### src/rtl/kntt_pkg.sv
package kntt_pkg;

   localparam int PolyLength = 256;
   localparam int AddrWidth  = 8;

   localparam logic [1:0] KIND_WRITE = 2'd0;
   localparam logic [1:0] KIND_START = 2'd1;
   localparam logic [1:0] KIND_READ  = 2'd2;

   localparam logic [1:0] CSR_INVERSE_MODE = 2'd0;
   localparam logic [1:0] CSR_REDUCE_FWD   = 2'd1;

   localparam logic signed [31:0] MOD_Q         = 32'sd3329;
   localparam logic        [31:0] MOD_QINV      = 32'd62209;
   localparam logic signed [32:0] BARRETT_V     = 33'sd20159;
   localparam logic signed [32:0] BARRETT_ROUND = 33'sd33554432;
   localparam logic signed [15:0] INV_SCALE     = 16'sd1441;

   typedef enum logic [1:0] {
      OP_FWD = 2'd0,
      OP_INV = 2'd1,
      OP_RED = 2'd2,
      OP_SCL = 2'd3
   } op_type;

   typedef enum logic [2:0] {
      WS_REQ  = 3'd0,
      WS_SUM  = 3'd1,
      WS_DIFF = 3'd2,
      WS_BAR  = 3'd3,
      WS_MONT = 3'd4
   } wsel_type;

   typedef struct packed {
      logic           rd_en;
      logic [7:0]     rd_addr;
      logic           wr_en;
      logic [7:0]     wr_addr;
      wsel_type       wsel;
      op_type         op;
      logic [6:0]     rom_idx;
      logic           cap_a;
      logic           cap_b;
      logic           step1;
      logic           step2;
      logic           step3;
      logic           rsp_load;
   } cmd_type;

   localparam logic signed [15:0] TWIDDLE [128] = '{
      -16'sd1044,  -16'sd758,  -16'sd359, -16'sd1517,  16'sd1493,  16'sd1422,   16'sd287,
        16'sd202,
       -16'sd171,   16'sd622,  16'sd1577,   16'sd182,   16'sd962, -16'sd1202, -16'sd1474,
       16'sd1468,
        16'sd573, -16'sd1325,   16'sd264,   16'sd383,  -16'sd829,  16'sd1458, -16'sd1602,
       -16'sd130,
       -16'sd681,  16'sd1017,   16'sd732,   16'sd608, -16'sd1542,   16'sd411,  -16'sd205,
      -16'sd1571,
       16'sd1223,   16'sd652,  -16'sd552,  16'sd1015, -16'sd1293,  16'sd1491,  -16'sd282,
      -16'sd1544,
        16'sd516,    -16'sd8,  -16'sd320,  -16'sd666, -16'sd1618, -16'sd1162,   16'sd126,
       16'sd1469,
       -16'sd853,   -16'sd90,  -16'sd271,   16'sd830,   16'sd107, -16'sd1421,  -16'sd247,
       -16'sd951,
       -16'sd398,   16'sd961, -16'sd1508,  -16'sd725,   16'sd448, -16'sd1065,   16'sd677,
      -16'sd1275,
      -16'sd1103,   16'sd430,   16'sd555,   16'sd843, -16'sd1251,   16'sd871,  16'sd1550,
        16'sd105,
        16'sd422,   16'sd587,   16'sd177,  -16'sd235,  -16'sd291,  -16'sd460,  16'sd1574,
       16'sd1653,
       -16'sd246,   16'sd778,  16'sd1159,  -16'sd147,  -16'sd777,  16'sd1483,  -16'sd602,
       16'sd1119,
      -16'sd1590,   16'sd644,  -16'sd872,   16'sd349,   16'sd418,   16'sd329,  -16'sd156,
        -16'sd75,
        16'sd817,  16'sd1097,   16'sd603,   16'sd610,  16'sd1322, -16'sd1285, -16'sd1465,
        16'sd384,
      -16'sd1215,  -16'sd136,  16'sd1218, -16'sd1335,  -16'sd874,   16'sd220, -16'sd1187,
      -16'sd1659,
      -16'sd1185, -16'sd1530, -16'sd1278,   16'sd794, -16'sd1510,  -16'sd854,  -16'sd870,
        16'sd478,
       -16'sd108,  -16'sd308,   16'sd996,   16'sd991,   16'sd958, -16'sd1460,  16'sd1522,
       16'sd1628
   };

endpackage

### src/rtl/kntt_ctrl.sv
// Sequencer: item decode, configuration registers and the transform loops.
module kntt_ctrl
   import kntt_pkg::*;
(
   input  logic       clock,
   input  logic       reset,
   input  logic       req_valid,
   input  logic [1:0] req_kind,
   input  logic [7:0] req_index,
   output logic       req_ready,
   input  logic       csr_valid,
   input  logic [1:0] csr_index,
   input  logic       csr_data,
   input  logic       rsp_ready,
   output logic       rsp_valid,
   output logic       busy,
   output cmd_type    cmd
);

   typedef enum logic [9:0] {
      S_IDLE   = 10'b0000000001,
      S_RD_OUT = 10'b0000000010,
      S_RD_A   = 10'b0000000100,
      S_RD_B   = 10'b0000001000,
      S_CAP_B  = 10'b0000010000,
      S_MUL1   = 10'b0000100000,
      S_MUL2   = 10'b0001000000,
      S_MUL3   = 10'b0010000000,
      S_WR1    = 10'b0100000000,
      S_WR2    = 10'b1000000000
   } state_type;

   state_type  state_ff, state_in;
   logic       inv_mode_ff, inv_mode_in;
   logic       red_fwd_ff, red_fwd_in;
   logic       inv_ff, inv_in;
   logic       red_ff, red_in;
   logic [2:0] lay_ff, lay_in;
   logic [6:0] bf_ff, bf_in;
   logic [7:0] fin_ff, fin_in;
   logic       fin_pass_ff, fin_pass_in;
   logic       rsp_valid_ff, rsp_valid_in;

   logic       accept;
   logic [7:0] bf8, lo_mask, j_addr, hi_addr, lo_addr, up_addr, k_inv;
   logic [6:0] grp, k_fwd;
   logic       last_layer;

   assign req_ready = (state_ff == S_IDLE) &&
                      (req_kind != KIND_READ || !rsp_valid_ff || rsp_ready);
   assign accept    = req_valid && req_ready;
   assign rsp_valid = rsp_valid_ff;
   assign busy      = (state_ff != S_IDLE);

   always_comb begin
      // Butterfly j inserts a zero bit at position lay into the butterfly count.
      bf8     = {1'b0, bf_ff};
      lo_mask = (8'd1 << lay_ff) - 8'd1;
      j_addr  = ((bf8 >> lay_ff) << (4'(lay_ff) + 4'd1)) | (bf8 & lo_mask);
      hi_addr = j_addr | (8'd1 << lay_ff);
      grp     = bf_ff >> lay_ff;
      k_fwd   = (7'd1 << (3'd7 - lay_ff)) + grp;
      k_inv   = (8'd1 << (4'd8 - 4'(lay_ff))) - 8'd1 - {1'b0, grp};
      lo_addr = fin_pass_ff ? fin_ff : j_addr;
      up_addr = fin_pass_ff ? fin_ff : hi_addr;
      last_layer = inv_ff ? (lay_ff == 3'd7) : (lay_ff == 3'd1);
   end

   always_comb begin
      state_in     = state_ff;
      inv_mode_in  = inv_mode_ff;
      red_fwd_in   = red_fwd_ff;
      inv_in       = inv_ff;
      red_in       = red_ff;
      lay_in       = lay_ff;
      bf_in        = bf_ff;
      fin_in       = fin_ff;
      fin_pass_in  = fin_pass_ff;
      rsp_valid_in = rsp_valid_ff && !rsp_ready;

      cmd          = '0;
      cmd.wsel     = WS_REQ;
      cmd.rom_idx  = inv_ff ? k_inv[6:0] : k_fwd;
      if (fin_pass_ff) begin
         cmd.op = inv_ff ? OP_SCL : OP_RED;
      end else begin
         cmd.op = inv_ff ? OP_INV : OP_FWD;
      end

      if (csr_valid) begin
         if (csr_index == CSR_INVERSE_MODE) inv_mode_in = csr_data;
         if (csr_index == CSR_REDUCE_FWD)   red_fwd_in  = csr_data;
      end

      case (state_ff)
         S_IDLE: begin
            if (accept) begin
               case (req_kind)
                  KIND_WRITE: begin
                     cmd.wr_en   = 1'b1;
                     cmd.wr_addr = req_index;
                  end
                  KIND_READ: begin
                     cmd.rd_en   = 1'b1;
                     cmd.rd_addr = req_index;
                     state_in    = S_RD_OUT;
                  end
                  KIND_START: begin
                     inv_in      = inv_mode_ff;
                     red_in      = red_fwd_ff;
                     lay_in      = inv_mode_ff ? 3'd1 : 3'd7;
                     bf_in       = '0;
                     fin_in      = '0;
                     fin_pass_in = 1'b0;
                     state_in    = S_RD_A;
                  end
                  default: ;
               endcase
            end
         end
         S_RD_OUT: begin
            cmd.rsp_load = 1'b1;
            rsp_valid_in = 1'b1;
            state_in     = S_IDLE;
         end
         S_RD_A: begin
            cmd.rd_en   = 1'b1;
            cmd.rd_addr = lo_addr;
            state_in    = S_RD_B;
         end
         S_RD_B: begin
            cmd.rd_en   = 1'b1;
            cmd.rd_addr = up_addr;
            cmd.cap_a   = 1'b1;
            state_in    = S_CAP_B;
         end
         S_CAP_B: begin
            cmd.cap_b = 1'b1;
            state_in  = S_MUL1;
         end
         S_MUL1: begin
            cmd.step1 = 1'b1;
            state_in  = S_MUL2;
         end
         S_MUL2: begin
            cmd.step2 = 1'b1;
            state_in  = S_MUL3;
         end
         S_MUL3: begin
            cmd.step3 = 1'b1;
            state_in  = S_WR1;
         end
         S_WR1: begin
            cmd.wr_en   = 1'b1;
            cmd.wr_addr = lo_addr;
            if (fin_pass_ff) begin
               cmd.wsel = inv_ff ? WS_MONT : WS_BAR;
               if (fin_ff == 8'd255) begin
                  state_in = S_IDLE;
               end else begin
                  fin_in   = fin_ff + 8'd1;
                  state_in = S_RD_A;
               end
            end else begin
               cmd.wsel = inv_ff ? WS_BAR : WS_SUM;
               state_in = S_WR2;
            end
         end
         S_WR2: begin
            cmd.wr_en   = 1'b1;
            cmd.wr_addr = up_addr;
            cmd.wsel    = inv_ff ? WS_MONT : WS_DIFF;
            bf_in       = bf_ff + 7'd1;
            state_in    = S_RD_A;
            if (bf_ff == 7'd127) begin
               if (last_layer) begin
                  if (inv_ff || red_ff) begin
                     fin_pass_in = 1'b1;
                     fin_in      = '0;
                  end else begin
                     state_in = S_IDLE;
                  end
               end else begin
                  lay_in = inv_ff ? lay_ff + 3'd1 : lay_ff - 3'd1;
               end
            end
         end
         default: state_in = S_IDLE;
      endcase
   end

   always_ff @(posedge clock) begin
      if (reset) begin
         state_ff     <= S_IDLE;
         inv_mode_ff  <= 1'b0;
         red_fwd_ff   <= 1'b1;
         rsp_valid_ff <= 1'b0;
         fin_pass_ff  <= 1'b0;
      end else begin
         state_ff     <= state_in;
         inv_mode_ff  <= inv_mode_in;
         red_fwd_ff   <= red_fwd_in;
         rsp_valid_ff <= rsp_valid_in;
         fin_pass_ff  <= fin_pass_in;
      end
   end

   always_ff @(posedge clock) begin
      inv_ff <= inv_in;
      red_ff <= red_in;
      lay_ff <= lay_in;
      bf_ff  <= bf_in;
      fin_ff <= fin_in;
   end

endmodule

### config.mk
export PLATFORM = sky130hd
export DESIGN_NAME = kntt_ctrl
export DESIGN_NICKNAME = d
export VERILOG_FILES = /design/src/rtl/kntt_pkg.sv /design/src/rtl/kntt_ctrl.sv
export SDC_FILE = /design/constraint.sdc
export NUM_CORES = 1
export LEC_CHECK = 0
export BUFFER_PORTS_ARGS = -buffer_cell sky130_fd_sc_hd__buf_2
export CORE_MARGIN = 2
export CORE_UTILIZATION = 50
export DETAILED_ROUTE_END_ITERATION = 7
export MAX_ROUTING_LAYER = met4
export PLACE_DENSITY = 0.71
export SLEW_MARGIN = 20
export SYNTH_ARGS = -nofsm -noshare
export SYNTH_HDL_FRONTEND = slang
export SYNTH_SLANG_ARGS = --single-unit
### constraint.sdc
create_clock -name clock -period 3.9 [get_ports clock]
set_input_delay 0 -clock clock [delete_from_list [all_inputs] [get_ports clock]]
set_output_delay 0 -clock clock [all_outputs]
set_load 0.01 [all_outputs]
* Word level (Yosys, flattened, before mapping) *
Index checks and enable logic that the tools add are counted.

word-level totals
  bits in registers = 34
  bits of input ports = 18
  output and inout port bits = 39
  word-level logic and storage cells = 134

cells by class
  $add $sub $neg = 11
  equality and inequality tests = 28
  shift operators = 6
  muxes and demuxes = 56
  bitwise logic cells = 3
  reductions and logical operators = 20

operators with widths
  cell                  number
  $pmux 10 s9           1
  $mux 8                9
  $pmux 9 s3            2
  $mux 3                13
  $pmux 8 s3            1
  $mux 7                3
  $mux 10               2
  $pmux 10 s2           1
  $mux 18               1
  $mux 9                2
  $ne 2x2->1 const B    8
  $or 8x8->8            2
  $mux 1                15
  $pmux 7 s2            1
  $pmux 3 s2            2
  $eq 10x1->1 const B   1
  $eq 10x10->1 const B  1
  $eq 10x2->1 const B   1
  $eq 10x3->1 const B   1
  $eq 10x4->1 const B   1
  $eq 10x5->1 const B   1
  $eq 10x6->1 const B   1
  $eq 10x7->1 const B   1
  $eq 10x8->1 const B   1
  other kinds (41)      52

* Depth between registers and ports, before layout *
Gate-level depths: netlist of the first run.

  depth in word-level cells = 7
  mapped depth = 16
  depth with buffers taken out = 14

* Worst setup path after synthesis of the first run *
Ideal clock, no wire load.

  path kind = flip-flop to output port
  from = register lay_ff[0]
  to = output port cmd[12] (netlist bit)
  data arrival time = 3.064 ns
  setup slack = 0.836 ns
  cell stages (with the launch flop) = 16
  path buffers = 3
  cell sequence = edfxtp_1 > buf_2 > buf_2 > buf_1 > mux2i_1 > nor2_1 > a21oi_1 > and2_1 > inv_1 > ha_1 > fa_1 > o2111ai_1 > and3b_1 > o311ai_2 > xnor2_1 > o21ai_1

RTL lines
  item                    line              source
  start, declared         kntt_ctrl.sv:38   logic [2:0] lay_ff, lay_in;
  start signal, assigned  kntt_ctrl.sv:211  lay_ff <= lay_in;
  end, declared           kntt_ctrl.sv:17   output cmd_type cmd

==> results.sh, run 1 <==
export IMPL_syn_to_final_growth_pct=11.2
export IMPL_grt_pass1_wl_um=17700
export IMPL_yosysTopAreaCell="edfxtp_1"
export IMPL_relSlewSlack_pct=37.0
export IMPL_start_kind="register"
export IMPL_drtIter0Drc=342
export IMPL_critPathMaxFanout=10
export IMPL_cts_tree="done"
export IMPL_die_w_um=92.6
export IMPL_ys_async_sr_fraction_pct=0
export IMPL_numCtsBuffers=5
export IMPL_syn_nets=545
export IMPL_finalNetCount=590
export IMPL_wire_per_inst_um=17.2
export IMPL_rsz0062_at_grt="false"
export IMPL_synth_area_leaders="edfxtp_1 15%, ha_1 8.9%, dfxtp_1 7.1%"
export IMPL_track_usage_pct=26.6
export IMPL_place_gp_congestion=0.949
export IMPL_final_cells=645
export IMPL_ios=57
export IMPL_clk_pin_slew_worst_paths_ns=0.09
export IMPL_numPortBuffers=56
export IMPL_ys_seq_elements=34
export IMPL_ctsHoldBuffers=1
export IMPL_finalSetupViolCount=0
export IMPL_vias=3856
export IMPL_worstPathRequired_ns=3.90
export IMPL_worst_path_largest_cell_delay_ns=0.60
export IMPL_placed_cells=636
export IMPL_numClockSinks=34
export IMPL_vdd_drop_max_mv=0.211
export IMPL_cp_arrival_ns=3.65
export IMPL_final_hold_violation_count=0
export IMPL_drv_slew=0
export IMPL_htree_num_levels=2
export IMPL_fmax_mhz=274
export IMPL_first_global_vias=3596
export IMPL_status="finished, final reports clean"
export IMPL_netlist_area_leader_share_pct=15.3
export IMPL_cts_resized=0
export IMPL_multi_input_area_um2=2820
export IMPL_end_kind="output pin"
export IMPL_antenna_found_initial=0
export IMPL_ant_nets=0
export IMPL_power_density_nw_per_um2=205
export IMPL_p_leak_nw=1.93
export IMPL_crit_chain="inv_2, ha_1, ha_1, nor2_1, and2_1, ha_1, a21o_1, a21oi_1, o21bai_1, a21oi_1, xor2_1, nand2_1, a21o_1, buf_2"
export IMPL_crit_start="lay_ff[0]$_SDFFCE_PN1P_"
export IMPL_syn_inst=497
export IMPL_seq_area_frac_synth_pct=22.5
export IMPL_viasPerCell=5.98
export IMPL_cts_max_path_buffers=2
export IMPL_drtPass1Iterations=5
export IMPL_core_area_um2=7650
export IMPL_start_util_pct=51.3
export IMPL_crit_type="reg -> out"
export IMPL_min_path_type="in -> reg"
export IMPL_grt_max_degree=31
export IMPL_worstMarginPinSlew_ns=0.944
export IMPL_die_h_um=92.6
export IMPL_insertion_delay_ns=0.30
export IMPL_period_share_pct=93.5
export IMPL_holdCritStartpoint="reset"
export IMPL_route_detailed_drc=0
export IMPL_worstReg2RegStart="lay_ff[1]$_DFFE_PP_"
export IMPL_layout_common_cells="56 x buf_2, 51 x nor2_1, 40 x nand2_1"
export IMPL_die_area_um2=8570
export IMPL_fill_cells=736
export IMPL_dp_hpwl_um=8530
export IMPL_tns_ns=0
export IMPL_grt_overflow=0
export IMPL_synth_ff_type="edfxtp_1"
export IMPL_avgSynthCellArea_um2=7.89
export IMPL_drive_gt1_share_pct=17.7
export IMPL_critPathMostFrequentCell="ha_1"
export IMPL_period_minus_slack_ns=3.65
export IMPL_max_cap_viol_count=0
export IMPL_diodes=0
export IMPL_synth_distinct_cells=71
export IMPL_yosysWarnings=0
export IMPL_clock_skew_ns=0.0125
export IMPL_wirelength_um=11100
export IMPL_cp_slowest_cell="edfxtp_1"
export IMPL_synth_edf_count=20
export IMPL_cts_setup_buffers=0
export IMPL_seq_area_um2=881
export IMPL_cts_root_buf="clkbuf_8"
export IMPL_synth_area_um2=3920
export IMPL_placementRows=32
export IMPL_final_common_cell="buf_2"
[cell type report]
| cell class | count | share of cell area [%] |
|---|---|---|
| inverter | 24 | 2.06 |
| tap | 102 | 2.93 |
| sequential | 34 | 20.2 |
| clock inverter | 2 | 0.258 |
| multi-input combinational | 412 | 64.6 |
| clock buffer | 6 | 1.89 |
| timing repair buffer | 65 | 8.03 |
[logic make-up (layout without fill, tap and decap cells)]
group / Yosys count / count (layout) / synth area share (%)
mux: 15 / 15 / 4.27
simple gates: 208 / 208 / 28.5
fa+ha+maj: 30 / 30 / 9.95
flops: 34 / 34 / 22.5
buf+inv: 51 / 97 / 5.65
xor+xnor: 30 / 30 / 6.70
compound gates: 129 / 129 / 22.5
[through the flow]
stage	util (%)	hold slack, ns	setup WS [ns]	cell area [um2]	total power [mW]
6_report	57.1	0.0230	0.253	4360	0.894
3_5_place_dp	55.7	0.240	0.652	4260	0.608
3_3_place_gp	55.7	0.234	0.704	4260	0.604
5_1_grt	57.1	0.0381	0.0308	4360	0.931
4_1_cts	57.1	0.0226	0.276	4360	0.898
2_1_floorplan	-	0.0716	0.836	3920	0.548
[worst max-delay path, delay by kind of cell (launching register included)]
kind | cells | cell delay, ns
adders and majority gates | 3 | 0.92
xor gates and xnor gates | 1 | 0.19
and+or+nand+nor | 3 | 0.42
AOI/OAI and AO/OA | 5 | 0.90
buffers and inverters | 2 | 0.33
DFF | 1 | 0.60
[flip-flops by register name, summed over array words and instances, names as in the netlist]
register,cells
inv_mode_ff,1
rsp_valid,1
inv_ff,1
fin_ff,8
state_ff,10
fin_pass_ff,1
red_ff,1
red_fwd_ff,1
bf_ff,7
lay_ff,3
[cells in the mapped netlist (5+ instances only)]
cell type and number:
a211oi_1 5, a21o_1 11, a21oi_1 30, a221oi_1 5, and2_1 11, and3_1 5
and3b_1 5, buf_2 9, clkbuf_1 13, dfxtp_1 14, edfxtp_1 20, ha_1 28
inv_1 22, mux2i_1 10, nand2_1 40, nand2b_1 9, nand3_1 19, nor2_1 51
nor2b_1 19, nor3_1 16, nor4_1 5, o21ai_0 25, o22ai_1 5, o31ai_1 9
xnor2_1 20, xor2_1 10
[per-layer routing]
| metal | GRT usage [%] | vias to the layer above | wire length [um] |
|---|---|---|---|
| met5 | - | - | 0 |
| met4 | 6.22 | 0 | 190 |
| met3 | 2.85 | 19 | 660 |
| met2 | 45.0 | 136 | 5250 |
| met1 | 34.5 | 1815 | 5010 |
| li1 | - | 1886 | - |
[worst paths after layout]
kind	end	slack, ns	cells past startpoint
worst max register to register	fin_ff[6]$_SDFFCE_PN0P_	1.12	11
worst min-delay path	inv_mode_ff$_SDFFE_PP0P_	0.02	2
worst max-delay path	cmd[11]	0.25	14
worst min register to register	red_ff$_DFFE_PP_	0.43	0
[where the power goes]
part | leakage (nW) | switching (mW) | internal (mW)
registers | 0.296 | 0.0201 | 0.392
logic | 1.58 | 0.112 | 0.0802
clock network | 0.0515 | 0.147 | 0.143
(Power assumes the default switching activity.)
==> run 2: changes to the inputs <==
--- a/config.mk
+++ b/config.mk
@@ -11,6 +11,7 @@
 export DETAILED_ROUTE_END_ITERATION = 7
 export MAX_ROUTING_LAYER = met4
 export PLACE_DENSITY = 0.71
+export SETUP_SLACK_MARGIN = 0.5
 export SLEW_MARGIN = 20
 export SYNTH_ARGS = -nofsm -noshare
 export SYNTH_HDL_FRONTEND = slang
==> run 2 against run 1 <==
Net effect:
- worst setup slack better by 0.35 ns
- highest routed layer unchanged
- design area grew 2.7%
- largest cell class unchanged
- routed wire length grew 0.75%
- power rose by 0.70%
- clock skew barely moved
==> results.sh, run 2 (synthesis results as in run 1) <==
export IMPL_status="finished, final reports clean"
export IMPL_wire_per_inst_um=17.3
export IMPL_crit_type="reg -> out"
export IMPL_first_global_vias=3630
export IMPL_finalNetCount=594
export IMPL_clk_pin_slew_worst_paths_ns=0.09
export IMPL_placementRows=32
export IMPL_power_switching_mw=0.282
export IMPL_min_path_type="in -> reg"
export IMPL_grt_overflow=0
export IMPL_viasPerCell=5.94
export IMPL_wirelength_um=11200
export IMPL_cts_root_buf="clkbuf_8"
export IMPL_period_minus_slack_ns=3.30
export IMPL_power_share_sequential_pct=45.7
export IMPL_worstReg2RegStart="lay_ff[0]$_SDFFCE_PN1P_"
export IMPL_track_usage_pct=26.7
export IMPL_diodes=0
export IMPL_r2r_slack_ns=1.34
export IMPL_rsz0062_at_grt="true"
export IMPL_multi_input_area_um2=2900
export IMPL_drtPass1Iterations=5
export IMPL_power_density_nw_per_um2=201
export IMPL_tns_ns=0
export IMPL_fmax_mhz=303
export IMPL_clockPowerShare_pct=32.3
export IMPL_insertion_delay_ns=0.30
export IMPL_max_cap_viol_count=0
export IMPL_ant_nets=0
export IMPL_drtIter0Drc=352
export IMPL_vias=3857
export IMPL_htree_num_levels=2
export IMPL_route_detailed_drc=0
export IMPL_die_h_um=92.6
export IMPL_clock_skew_ns=0.0128
export IMPL_cts_tree="done"
export IMPL_worstPathRequired_ns=3.90
export IMPL_r2r_end="lay_ff[0]$_SDFFCE_PN1P_"
export IMPL_die_area_um2=8570
export IMPL_core_area_um2=7650
export IMPL_crit_start="lay_ff[2]$_DFFE_PP_"
export IMPL_pwr_share_comb_pct=22.1
export IMPL_p_leak_nw=1.94
export IMPL_syn_to_final_growth_pct=14.2
export IMPL_end_kind="output pin"
export IMPL_cp_endpoint="cmd[12]"
export IMPL_top_regs="state_ff x10, fin_ff x8, bf_ff x7"
export IMPL_final_hold_violation_count=0
export IMPL_largest_register_ffs=10
export IMPL_numPortBuffers=56
export IMPL_numClockSinks=34
export IMPL_ios=57
export IMPL_grt_max_degree=31
export IMPL_fill_cells=724
export IMPL_place_gp_congestion=0.949
export IMPL_antenna_found_initial=0
export IMPL_final_util_pct=58.6
export IMPL_start_util_pct=51.3
export IMPL_regMostFlops="state_ff"
export IMPL_final_common_cell="buf_2"
export IMPL_seq_area_um2=881
export IMPL_die_w_um=92.6
export IMPL_finalSetupViolCount=0
export IMPL_cp_arrival_ns=3.30
export IMPL_drv_slew=0
export IMPL_cts_max_path_buffers=2
export IMPL_vdd_drop_max_mv=0.211
export IMPL_grt_pass1_wl_um=17800
export IMPL_layout_common_cells="56 x buf_2, 49 x nor2_1, 40 x nand2_1"
export IMPL_start_kind="register"
export IMPL_drive_gt1_share_pct=21.2
export IMPL_critPathMaxFanout=11
export IMPL_dp_hpwl_um=8530
export IMPL_p_sw_share_pct=31.4
export IMPL_p_int_mw=0.618
export IMPL_numCtsBuffers=5
export IMPL_placed_cells=636
export IMPL_period_share_pct=84.6
export IMPL_worstMarginPinSlew_ns=0.992
export IMPL_final_cells=649
export IMPL_relSlewSlack_pct=33.8
export IMPL_r2r_cells=6
==> run 2: cell types whose count changed in the layout (fill, tap and decap cells not counted), sizes merged <==
cell,before,now
buf,64,68
==> run 2: per-layer routing <==
layer	part of all wire (%)	track usage [%]	vias to the layer above
met4	1.8	6.34	0
met2	47	45.3	121
met1	46	34.3	1826
met3	5.2	3.09	17
li1	-	-	1893
met5	0	-	-
==> run 2: final cells by class <==
cell class                      count  share of cell area [%]
Clock buffer                        6                    1.84
Tap cell                          102                    2.85
Clock inverter                      2                   0.251
Timing Repair Buffer               69                    8.49
Sequential cell                    34                    19.7
Multi-Input combinational cell    412                    64.8
Inverter                           24                    2.12
==> run 2: metrics by stage <==
step / instance area (um2) / worst slack [ns] / hold WS [ns] / power [mW]
after detailed placement: 4260 / 0.652 / 0.240 / 0.608
after CTS: 4390 / 0.478 / 0.0226 / 0.899
after global placement: 4260 / 0.704 / 0.234 / 0.604
after global routing: 4480 / 0.462 / 0.0381 / 0.937
final: 4480 / 0.599 / 0.0237 / 0.900
after floorplan: 3920 / 0.836 / 0.0716 / 0.548
==> run 2: what timing repair did <==
action,CTS,global route
gates cloned,0,0
pin swaps,0,1
hold buffers,1,0
gates resized for setup,3,20
setup buffers,3,1
endpoints found under the hold margin,2,0
endpoints found under the setup margin,4,10
==> run 2: worst max-delay path, cell delays in order (launching register included) <==
cell      delay [ns]
edfxtp_1        0.43
buf_4           0.19
buf_4           0.18
or3b_2          0.48
o221ai_4        0.14
nand2_1         0.12
ha_1            0.37
a21o_1          0.21
a21oi_2         0.16
o21bai_1        0.08
a21oi_1         0.17
xnor2_1         0.13
nand2_1         0.08
o21ai_1         0.11
buf_2           0.15
==> run 2: how the worst min path moves through the flow <==
stage	startpoint	end	slack (ns)	cells after the start
after floorplan	reset	state_ff[7]$_SDFFE_PP0P_	0.07	1
after global placement	csr_data	red_fwd_ff$_SDFFE_PP1P_	0.23	3
after detailed placement	csr_data	red_fwd_ff$_SDFFE_PP1P_	0.24	3
after CTS	reset	inv_mode_ff$_SDFFE_PP0P_	0.02	2
after global routing	reset	inv_mode_ff$_SDFFE_PP0P_	0.04	2
final	reset	inv_mode_ff$_SDFFE_PP0P_	0.02	2
==> run 2: power groups by stage <==
stage               Combinational, mW  Clock [mW]  Sequential, mW
floorplan                       0.138           0           0.410
detailed placement              0.189           0           0.419
CTS                             0.193       0.296           0.410
finish                          0.199       0.290           0.411
global placement                0.185           0           0.419
global route                    0.217       0.306           0.413
==> run 3: changes to the inputs <==
==> constraint.sdc (replaced) <==
create_clock -name clock -period 3.35 [get_ports clock]
set_input_delay 0 -clock clock [delete_from_list [all_inputs] [get_ports clock]]
set_output_delay 0 -clock clock [all_outputs]
set_load 0.01 [all_outputs]
==> run 3 against run 2 <==
Net effect:
- the run now ends with design-rule violations left
- worst hold slack worse by 0.0016 ns
- via count grew 13%
- clock power up 63%
- routed wire length up 20%
- largest cell class unchanged
- die area stayed put
- combinational power increased by 48%
- critical path depth shrank 2
==> results.sh, run 3 (synthesis results as in run 1) <==
export IMPL_tns_ns=0
export IMPL_crit_chain="buf_12, ha_2, ha_2, ha_2, fa_2, buf_6, nand4_1, and3b_2, o311ai_4, xnor2_2, o21ai_1, buf_2"
export IMPL_period_minus_slack_ns=3.13
export IMPL_grt_pass1_wl_um=20400
export IMPL_min_path_type="in -> reg"
export IMPL_drtIter0Drc=432
export IMPL_worstMarginPinSlew_ns=0.917
export IMPL_regMostFlops="state_ff"
export IMPL_grt_max_degree=30
export IMPL_highest_layer="met4"
export IMPL_numClockSinks=34
export IMPL_status="complete, but fails checks"
export IMPL_max_cap_viol_count=0
export IMPL_start_util_pct=51.3
export IMPL_worstPathRequired_ns=3.35
export IMPL_wl_met2_um=6450
export IMPL_cts_root_buf="clkbuf_8"
export IMPL_rsz0062_at_grt="true"
export IMPL_r2r_slack_ns=0.42
export IMPL_grt_overflow=0
export IMPL_diodes=0
export IMPL_insertion_delay_ns=0.30
export IMPL_start_kind="register"
export IMPL_vdd_drop_max_mv=0.239
export IMPL_cts_tree="done"
export IMPL_antenna_found_initial=0
export IMPL_core_area_um2=7650
export IMPL_cts_max_path_buffers=2
export IMPL_track_usage_pct=30.6
export IMPL_fill_cells=630
export IMPL_vias=4373
export IMPL_dp_hpwl_um=8510
export IMPL_p_leak_nw=2.33
export IMPL_viasPerCell=6.25
export IMPL_critPathMostFrequentCell="ha_2"
export IMPL_crit_type="reg -> out"
export IMPL_relSlewSlack_pct=38.9
export IMPL_p_total_mw=1.24
export IMPL_wl_met1_um=5500
export IMPL_numCtsBuffers=5
export IMPL_cp_slowest_cell="edfxtp_1"
export IMPL_clk_pin_slew_worst_paths_ns=0.08
export IMPL_stdcell_area_um2=5340
export IMPL_die_w_um=92.6
export IMPL_finalNetCount=645
export IMPL_wl_met3_um=917
export IMPL_placementRows=32
export IMPL_ant_nets=0
export IMPL_wirelength_um=13500
export IMPL_wire_per_inst_um=19.2
export IMPL_drive_gt1_share_pct=35.3
export IMPL_drv_slew=0
export IMPL_place_gp_congestion=0.953
export IMPL_final_common_cell="buf_2"
export IMPL_htree_num_levels=2
export IMPL_syn_to_final_growth_pct=36.0
export IMPL_cp_arrival_ns=3.13
export IMPL_ios=57
export IMPL_failed_checks="design-rule violations"
export IMPL_fmax_mhz=319
export IMPL_finalSetupViolCount=0
export IMPL_numPortBuffers=56
export IMPL_top_regs="state_ff x10, fin_ff x8, bf_ff x7"
export IMPL_die_h_um=92.6
export IMPL_largest_register_ffs=10
export IMPL_final_hold_violation_count=0
export IMPL_die_area_um2=8570
export IMPL_critPathMaxFanout=6
export IMPL_end_kind="output pin"
export IMPL_worst_path_largest_cell_delay_ns=0.51
export IMPL_hold_ws_ns=0.0221
export IMPL_place_area_um2=4320
export IMPL_route_detailed_drc=1
export IMPL_period_share_pct=93.4
export IMPL_power_density_nw_per_um2=233
export IMPL_first_global_vias=4118
export IMPL_drtPass1Iterations=8
export IMPL_clock_skew_ns=0.00931
export IMPL_layout_common_cells="57 x buf_2, 49 x buf_4, 47 x nor2_1"
run 3: timing repair:
item	CTS	global route
buffers inserted	33	10
hold endpoints to repair	2	0
resized for setup	69	30
pin swaps	30	16
gates cloned	4	0
endpoints found under the setup margin	18	29
hold buffers	1	0
run 3: cell type report:
type	instances	area [um2]	area share [%]
Multi-Input combinational cell	412	3200	60.1
Tap cell	102	128	2.39
Clock buffer	5	68.8	1.29
Clock inverter	3	68.8	1.29
Sequential cell	34	881	16.5
Timing Repair Buffer	120	892	16.7
Inverter	24	92.6	1.74
run 3: per-layer routing:
metal | GRT usage [%] | up-vias
li1 | - | 1996
met1 | 38.0 | 2072
met2 | 51.2 | 242
met3 | 3.82 | 63
met4 | 11.2 | 0
met5 | - | -
run 3: where the power goes:
part | leakage, nW | internal, mW | switching [mW]
Combinational | 1.97 | 0.132 | 0.162
Clock | 0.0683 | 0.298 | 0.173
Sequential | 0.296 | 0.456 | 0.0226
Total | 2.33 | 0.886 | 0.357
run 3: final timing paths:
check | cells after the start | endpoint | start
min reg2reg | 0 | red_ff$_DFFE_PP_ | red_fwd_ff$_SDFFE_PP1P_
max | 12 | cmd[12] | lay_ff[0]$_SDFFCE_PN1P_
min | 2 | state_ff[3]$_SDFFE_PP0P_ | reset
max reg2reg | 15 | fin_ff[1]$_SDFFCE_PN0P_ | lay_ff[2]$_DFFE_PP_
run 3: through the flow:
| stage | util [%] | cells | worst slack, ns |
|---|---|---|---|
| floorplan | - | 497 | 0.513 |
| finish | 69.8 | 700 | 0.220 |
| detailed placement | 56.5 | 644 | 0.270 |
| CTS | 66.8 | 690 | 0.284 |
| global route | 69.8 | 700 | 0.129 |
| global placement | 56.5 | 644 | 0.267 |
run 3: critical path, delay by kind of cell, from the launching register on:
family	cells	cell delay, ns
adders and majority gates	4	1.09
DFF	1	0.51
buffers and inverters	3	0.43
AOI/OAI and AO/OA	2	0.32
and+or+nand+nor	2	0.30
xor gates and xnor gates	1	0.16
